<file path="config.mk">
export PLATFORM = sky130hd
export DESIGN_NAME = ket_ram
export DESIGN_NICKNAME = d
export VERILOG_FILES = /design/src/hdl/ket_ram.sv
export SDC_FILE = /design/constraint.sdc
export NUM_CORES = 1
export LEC_CHECK = 0
export BUFFER_PORTS_ARGS = -buffer_cell sky130_fd_sc_hd__buf_2
export CAP_MARGIN = 40
export CORE_ASPECT_RATIO = 0.7
export CORE_MARGIN = 4
export CORE_UTILIZATION = 30
export DETAILED_ROUTE_END_ITERATION = 8
export PLACE_DENSITY = 0.44
export SYNTH_ARGS = -nofsm -noshare
export SYNTH_HDL_FRONTEND = slang
export SYNTH_SLANG_ARGS = --single-unit
</file>
<file path="constraint.sdc">
create_clock -name i_clk -period 3.6 [get_ports i_clk]
set_input_delay 0.18 -clock i_clk [delete_from_list [all_inputs] [get_ports i_clk]]
set_output_delay 0.18 -clock i_clk [all_outputs]
set_load 0.1 [all_outputs]
</file>
<file path="src/hdl/ket_ram.sv">
// Generic single-port-write, single-port-read RAM with registered read data.
// Used for the entry store of the keyed entry table. No dependencies.
module ket_ram #(
    parameter int WIDTH = 8,
    parameter int DEPTH = 16,
    localparam int AW   = (DEPTH > 1) ? $clog2(DEPTH) : 1
) (
    input  logic             i_clk,
    input  logic             i_we,
    input  logic [AW-1:0]    i_waddr,
    input  logic [WIDTH-1:0] i_wdata,
    input  logic [AW-1:0]    i_raddr,
    output logic [WIDTH-1:0] o_rdata
);

    logic [WIDTH-1:0] r_mem [DEPTH];

    always_ff @(posedge i_clk) begin
        if (i_we) begin
            r_mem[i_waddr] <= i_wdata;
        end
        o_rdata <= r_mem[i_raddr];
    end

endmodule

</file>
==> results of run 1 <==
placed cells by master, fill, tap and decap left out, drive strengths merged:
master,netlist,final
nand3b,2,2
and2,1,1
and2b,1,1
inv,0,2
nand2b,2,2
mux4,32,32
clkinvlp,0,3
a22oi,16,16
nor2b,1,1
nor2,13,13
or3b,1,1
clkinv,0,5
nand3,1,1
clkbuf,0,17
bufinv,0,5
nand2,9,9
buf,7,43
dfxtp,8,8
edfxtp,128,128
nor3,4,4
worst max-delay path, cell delays in order:
cell and delay, ns:
buf_2 0.42, buf_12 0.26, mux4_1 0.58, a22oi_1 0.34, nand2_1 0.11
logic make-up (layout without fill, tap and decap cells):
| logic type | count (synthesis) | count (layout) | synth area share [%] |
|---|---|---|---|
| simple gates | 35 | 35 | 3.18 |
| flops | 136 | 136 | 77.8 |
| mux | 32 | 32 | 15.0 |
| buf+inv | 10 | 75 | 1.68 |
| compound gates | 16 | 16 | 2.33 |
how the worst max path moves through the flow:
stage / start / slack, ns / depth (start not counted) / end
after floorplan: i_waddr[2] / 1.93 / 2 / r_mem[0][0]$_DFFE_PP_
after global placement: i_raddr[0] / 1.51 / 5 / o_rdata[5]$_DFF_P_
after detailed placement: i_raddr[0] / 1.50 / 5 / o_rdata[4]$_DFF_P_
after CTS: i_raddr[0] / 1.93 / 5 / o_rdata[5]$_DFF_P_
after global routing: i_raddr[0] / 1.85 / 5 / o_rdata[5]$_DFF_P_
final: i_raddr[0] / 1.97 / 5 / o_rdata[5]$_DFF_P_
cell type report:
type	instances	area share [%]
timing repair buffer	43	4.46
multi-input combinational	83	16.9
clock buffer	17	6.78
sequential	136	63.8
tap	225	4.48
clock inverter	15	3.59
registers in the layout (all words and copies together) (netlist names):
signal and flops:
r_mem 128, o_rdata 8
metrics by stage:
stage / area, µm² / total power [mW]
2_1_floorplan: 5150 / 1.98
3_3_place_gp: 5520 / 2.06
3_5_place_dp: 5630 / 2.07
4_1_cts: 6280 / 3.96
5_1_grt: 6280 / 4.05
6_report: 6280 / 3.92
power breakdown:
| group | switching, mW | internal (mW) |
|---|---|---|
| logic | 0.177 | 0.0695 |
| registers | 0.0112 | 1.77 |
| clock network | 0.660 | 1.23 |
| total | 0.848 | 3.07 |
layer usage:
layer	track usage, %	routed length [µm]	up-vias
met5	0	0	-
met4	3.74	38	0
met3	3.85	1120	4
met2	16.0	4810	84
met1	21.2	5660	1250
li1	-	-	1077
==> results.toml, run 1 <==
[status]
outcome = "finished, final reports clean"

[route]
drc = 0
drt_wl_total_um = 11600
routed_via_density = 4.65
drtIter0Drc = 242
wire_per_inst_um = 22.4
num_vias = 2415
drtPass1Iterations = 4
drtAntennaViolNets = 0

[clocking]
cts.clk_slew.worst_paths_ns = 0.06
htree_num_levels = 4
cts_hold_buf = 0
clock_path_buffers = 2
clkLatencyLatePin_ns = 0.41
clock-root-buffer = "clkbuf_16"
numCtsBuffers = 17
cts_tree = "yes"
cts_sinks = 136
cts_resized = 0
cts_setup_buffers = 0

[placement]
port_buffers = 25
gp_congestion = 0.803
dp_cells = 487
pre_cts_ws_ns = 1.50
dp_hpwl_um = 7760

[yosys]
ys_types = 19
seq_area_frac_synth_pct = 77.8
syn_nets = 247
avgSynthCellArea_um2 = 22.5
synth_top_cell_area_share_pct = 74.7
ys_warn_count = 0
synthArstFlopShare_pct = 0
synthCells = 229
synthesis.area_um2 = 5150
synth_ff_type = "edfxtp_1"
synth.area.top_cells = "edfxtp_1, mux4_2, mux4_1"
synth_area_leader_cell = "edfxtp_1"
synth.most_common_cell = "edfxtp_1"
synth-edff-count = 128
ys_seq_elements = 136
synth_common_cells = "edfxtp_1, mux4_2, a22oi_1"

[cells_and_area]
fillCellCount = 1546
drive_above_1_share_pct = 32.0
fin_nets = 299
area_growth_pct = 22.0
diodes = 0
ff_latch_area_um2 = 4000
multi_input_area_um2 = 1060
final-instance-count-excl-fill = 519
post-route-util_pct = 37.8

[critical_path]
cp_data_arrival_time_ns = 1.91
start_kind = "input pin"
crit_required_ns = 3.88
reg2reg_from = "r_mem[0][5]$_DFFE_PP_"
crit_type = "input pin to flop"
end_kind = "flop"
reg2regPathDepth = 3
reg2reg_to = "o_rdata[5]$_DFF_P_"
critPathMaxFanout = 18
reg2reg_slack_ns = 2.13

[grt]
grt-ovfl-total = 0
antenna_found_initial = 0
grt_max_degree = 33
grt_pass1_wl_um = 17600
grt_usage_pct = 12.9
grt_pass1_vias = 2583

[power_and_ir_drop]
leakage_nw = 2.11
ir_worst_vdd_v = 0.000284
pwr_density_cell_nw_per_um2 = 624

[die]
dieArea_um2 = 19400
fp.dieH_um = 118
start_util_pct = 31.0
die_w_um = 165
io_pins = 26
core_area_um2 = 16600
rows = 39

[hold_path]
min_from = "i_wdata[6]"
hold_path.class = "input pin to flop"
hold_end = "r_mem[2][6]$_DFFE_PP_"
worstHoldPathCells = 1

[sta]
layout_setup_ws_ns = 1.97
hold_viol_final = 0
slew_headroom_pct = 41.9
setup_viol = 0
final.setup.tns_ns = 0
fin_crit_sh_pct = 45.2
clock-skew-final_ns = 0.00881
hold_ws_ns = 0.172
min_period_ns = 1.63
max_freq_mhz = 615
worst_slew_pin_slew_ns = 0.872
drv_slew = 0
rsz0062_at_grt = "no"

[flow_run]
drv_cap = 0
Power figures use the tool's default switching activity.
==> run 2, diff against run 1 <==
--- a/config.mk
+++ b/config.mk
@@ -11,7 +11,7 @@
 export CORE_MARGIN = 4
 export CORE_UTILIZATION = 30
 export DETAILED_ROUTE_END_ITERATION = 8
-export PLACE_DENSITY = 0.44
+export PLACE_DENSITY = 0.45
 export SYNTH_ARGS = -nofsm -noshare
 export SYNTH_HDL_FRONTEND = slang
 export SYNTH_SLANG_ARGS = --single-unit
==> constraint.sdc (replaced) <==
create_clock -name i_clk -period 1.31 [get_ports i_clk]
set_input_delay 0.0655 -clock i_clk [delete_from_list [all_inputs] [get_ports i_clk]]
set_output_delay 0.0655 -clock i_clk [all_outputs]
set_load 0.1 [all_outputs]
==> results.toml, run 2 (synthesis results as in run 1) <==
[status]
outcome = "finished, final reports clean"

[route]
drt_wl_total_um = 11000
routed_via_density = 4.66
drtPass1Iterations = 4
wire_per_inst_um = 20.8
drtIter0Drc = 170
num_vias = 2462
drtAntennaViolNets = 0
drc = 0

[sta]
worst_slew_pin_slew_ns = 0.929
slew_headroom_pct = 37.8
clock-skew-final_ns = 0.00863
fin_crit_sh_pct = 100
max_freq_mhz = 764
layout_setup_ws_ns = 0.000490
hold_viol_final = 0
rsz0062_at_grt = "yes"
setup_viol = 0
drv_slew = 0
min_period_ns = 1.31

[cells_and_area]
final_area_um2 = 6330
top_register = "r_mem"
drive_above_1_share_pct = 38.6
largest_register_ff_count = 128
fin_nets = 308
largest_registers = "r_mem (128), o_rdata (8)"
final_common_cell = "edfxtp_1"
diodes = 0
final_cell_mix = "edfxtp_1, mux4_2, buf_4"
area_growth_pct = 22.9

[clocking]
htree_num_levels = 4
cts.clk_slew.worst_paths_ns = 0.06
cts_tree = "yes"
cts_sinks = 136
cts_setup_buffers = 0
clock-root-buffer = "clkbuf_16"
clkLatencyLatePin_ns = 0.41
clock_path_buffers = 2
numCtsBuffers = 17

[grt]
grt_pass1_vias = 2582
use_met2_pct = 16.2
use_met1_pct = 18.3
grt-ovfl-total = 0
grt_max_degree = 19
grt_pass1_wl_um = 16600
grt_usage_pct = 12.0
met3_usage_pct = 4.06
busiest_layer = "met1"
antenna_found_initial = 1

[die]
io_pins = 26
dieArea_um2 = 19400
fp.dieH_um = 118
die_w_um = 165
core_area_um2 = 16600
rows = 39
start_util_pct = 31.0

[placement]
gp_congestion = 0.716
dp_hpwl_um = 7250
postPlaceCellArea_um2 = 5710
port_buffers = 25
pre_cts_ws_ns = -0.269

[critical_path]
crit_type = "flop to flop"
crit_required_ns = 1.60
end_kind = "flop"
start_kind = "flop"
cp_data_arrival_time_ns = 1.60
critPathMaxFanout = 1

[power_and_ir_drop]
p_sw_mw = 2.32
seqPwrFrac_pct = 47.0
power_mw = 10.4
comb_power_share_pct = 6.8
leakage_nw = 2.10
ir_worst_vdd_v = 0.000792
internal-power_mw = 8.11
p_sw_share_pct = 22.2
pwr_density_cell_nw_per_um2 = 1650
p_clk_share_pct = 46.2

[flow_run]
drv_cap = 0

[hold_path]
hold_path.class = "input pin to flop"
[run 2: changes by cell type in the layout (fill, tap and decap cells not counted), sizes merged]
cell      delta
clkbuf       +2
bufinv       -2
clkinvlp     +1
inv          +2
clkinv       -3
buf          +9
[run 2: path summary, 6_finish.rpt]
check / start / to / slack, ns / cells past startpoint
setup reg to reg: r_mem[11][4]$_DFFE_PP_ / o_rdata[4]$_DFF_P_ / 0.0005 / 3
hold / removal: i_wdata[2] / r_mem[12][2]$_DFFE_PP_ / 0.03 / 1
hold reg to reg: r_mem[11][5]$_DFFE_PP_ / o_rdata[5]$_DFF_P_ / 0.68 / 3
setup / recovery: r_mem[11][4]$_DFFE_PP_ / o_rdata[4]$_DFF_P_ / 0.0005 / 3
[run 2: worst max-delay path, cell delays in order (launching register included)]
cell      delay [ns]
edfxtp_1        0.37
mux4_2          0.51
a22oi_2         0.22
nand2_1         0.09
[run 2: what timing repair did]
action,in CTS,in global routing
cloned,0,0
resized for setup,10,6
setup endpoints to repair,6,6
pin swaps,3,4
hold buffers,0,0
[run 2: power by group through the flow]
stage | Sequential [mW] | Combinational (mW) | Clock, mW
final | 4.90 | 0.712 | 4.82
after detailed placement | 4.99 | 0.700 | 0
after global placement | 4.99 | 0.693 | 0
after floorplan | 5.19 | 0.247 | 0
after CTS | 4.90 | 0.718 | 4.91
after global routing | 4.90 | 0.763 | 5.13
[run 2: final cells by class]
| cell class | instances | area (µm²) |
|---|---|---|
| multi-input cells | 83 | 1070 |
| flip-flops and latches | 136 | 4000 |
| well taps | 225 | 282 |
| clock buffers | 19 | 433 |
| fillers | 1559 | 10300 |
| clock inverters | 13 | 169 |
| repair buffers | 52 | 368 |
[run 2: per-layer routing]
layer	vias to the layer above	share of wire, %
li1	1090	-
met1	1309	50
met2	49	44
met3	12	5.1
met4	2	0.82
met5	-	0.073
[run 2: metrics by stage]
stage | instances | utilization, % | hold WS, ns | setup TNS [ns]
3_3_place_gp | 495 | 34.4 | 0.462 | -1.29
6_report | 528 | 38.1 | 0.0290 | 0
5_1_grt | 528 | 38.1 | 0.0231 | -0.0697
2_1_floorplan | 229 | - | 0.164 | -0.559
3_5_place_dp | 495 | 34.4 | 0.459 | -1.84
4_1_cts | 527 | 38.1 | 0.0190 | -0.0131
==> run 3, diff against run 2 <==
--- a/config.mk
+++ b/config.mk
@@ -11,7 +11,7 @@
 export CORE_MARGIN = 4
 export CORE_UTILIZATION = 30
 export DETAILED_ROUTE_END_ITERATION = 8
-export PLACE_DENSITY = 0.45
+export PLACE_DENSITY = 0.44
 export SYNTH_ARGS = -nofsm -noshare
 export SYNTH_HDL_FRONTEND = slang
 export SYNTH_SLANG_ARGS = --single-unit
==> constraint.sdc (replaced) <==
create_clock -name i_clk -period 1.63 [get_ports i_clk]
set_input_delay 0.0815 -clock i_clk [delete_from_list [all_inputs] [get_ports i_clk]]
set_output_delay 0.0815 -clock i_clk [all_outputs]
set_load 0.1 [all_outputs]
==> results.toml, run 3 (synthesis results as in run 1) <==
[power_and_ir_drop]
internal-power_mw = 6.28
leakage_nw = 2.18
comb_power_share_pct = 6.8
p_sw_share_pct = 24.8
seqPwrFrac_pct = 47.1
ir_worst_vdd_v = 0.000672
pwr_density_cell_nw_per_um2 = 1310
p_sw_mw = 2.07
p_clk_share_pct = 46.1

[route]
num_vias = 2506
drtAntennaViolNets = 0
drc = 0
drtIter0Drc = 228
drtPass1Iterations = 4
wire_per_inst_um = 22.6
routed_via_density = 4.69
drt_wl_total_um = 12100

[grt]
grt-ovfl-total = 0
use_met1_pct = 21.4
grt_usage_pct = 13.1
grt_max_degree = 23
grt_pass1_vias = 2579
busiest_layer = "met1"
use_met2_pct = 17.1
antenna_found_initial = 0
met3_usage_pct = 3.08
grt_pass1_wl_um = 17700

[die]
die_w_um = 165
dieArea_um2 = 19400
start_util_pct = 31.0
rows = 39
core_area_um2 = 16600
fp.dieH_um = 118
io_pins = 26

[cells_and_area]
area_growth_pct = 23.3
fillCellCount = 1523
final-instance-count-excl-fill = 534
top_register = "r_mem"
final_cell_mix = "edfxtp_1, buf_4, buf_2"
fin_nets = 314
drive_above_1_share_pct = 35.3
diodes = 0
largest_registers = "r_mem (128), o_rdata (8)"
final_common_cell = "edfxtp_1"
largest_register_ff_count = 128

[critical_path]
start_kind = "flop"
reg2reg_from = "r_mem[1][2]$_DFFE_PP_"
end_kind = "flop"
max_stage_delay_ns = 0.54
cpMaxStageDelayCell = "mux4_1"
startpoint = "r_mem[1][2]$_DFFE_PP_"
cp_data_arrival_time_ns = 1.79
crit_family = "multiplexers"
path_buf_inv = 0
path_cells = "mux4_1 -> a22oi_1 -> nand2_1"
crit_type = "flop to flop"
critPathMaxFanout = 1
crit_required_ns = 1.93

[hold_path]
hold_path.class = "input pin to flop"
min_from = "i_wdata[3]"

[clocking]
cts_setup_buffers = 0
clock-root-buffer = "clkbuf_16"
cts_hold_buf = 0
cts_tree = "yes"
clock_path_buffers = 2
numCtsBuffers = 17
cts_sinks = 136
clkLatencyLatePin_ns = 0.42
htree_num_levels = 4
cts.clk_slew.worst_paths_ns = 0.07
cts_resized = 0

[sta]
min_period_ns = 1.49
final.setup.tns_ns = 0
worst_slew_pin_slew_ns = 0.673
fin_crit_sh_pct = 91.7
drv_slew = 0
max_freq_mhz = 669
clock-skew-final_ns = 0.0103
hold_viol_final = 0
slew_headroom_pct = 55.0
rsz0062_at_grt = "no"
setup_viol = 0

[placement]
dp_cells = 502
dp_hpwl_um = 7950
gp_congestion = 0.739
port_buffers = 25

[status]
outcome = "finished, final reports clean"

[flow_run]
drv_cap = 0
==> run 3: cell count changes in the layout (fill, tap and decap cells not counted), moves of 2 or more <==
| cell | change |
|---|---|
| inv_8 | +4 |
| mux4_1 | +7 |
| buf_4 | +5 |
| clkbuf_1 | -2 |
| a22oi_2 | -7 |
| mux4_2 | -7 |
| inv_6 | +4 |
| a22oi_1 | +7 |
| clkinvlp_4 | -4 |
| bufinv_16 | -2 |
==> run 3: per-stage QoR <==
stage               worst slack [ns]  hold slack (ns)  instance area [µm²]  power [mW]  utilization [%]
detailed placement          -0.00201            0.496                 5750        4.59             34.7
CTS                            0.153           0.0492                 6350        8.44             38.3
global route                   0.102           0.0579                 6350        8.65             38.3
finish                         0.136           0.0500                 6350        8.35             38.3
floorplan                     0.0556            0.180                 5150        4.37                -
global placement             -0.0106            0.483                 5750        4.58             34.6
==> run 3: path summary, 6_finish.rpt <==
path,cells past startpoint,end,slack [ns]
worst max-delay path,3,o_rdata[2]$_DFF_P_,0.14
worst min-delay path,1,r_mem[13][3]$_DFFE_PP_,0.05
worst max register to register,3,o_rdata[2]$_DFF_P_,0.14
worst min register to register,3,o_rdata[3]$_DFF_P_,0.67
==> run 3: layout make-up <==
type	count	area, µm²	area share, %
sequential	136	4000	63.1
multi-input combinational	83	1060	16.7
clock buffer	17	425	6.70
timing repair buffer	58	410	6.46
tap	225	282	4.43
clock inverter	15	170	2.68
==> run 3: routing by layer <==
metal | wire length [µm] | share of wire [%]
met5 | 0 | 0
met1 | 6290 | 52
met4 | 95 | 0.79
met3 | 705 | 5.8
met2 | 5000 | 41
==> run 3: power groups by stage <==
stage	combinational, mW	sequential (mW)	clock, mW
after CTS	0.581	3.93	3.93
after global routing	0.609	3.94	4.10
final	0.570	3.93	3.85
after floorplan	0.198	4.17	0
after detailed placement	0.581	4.01	0
after global placement	0.575	4.01	0
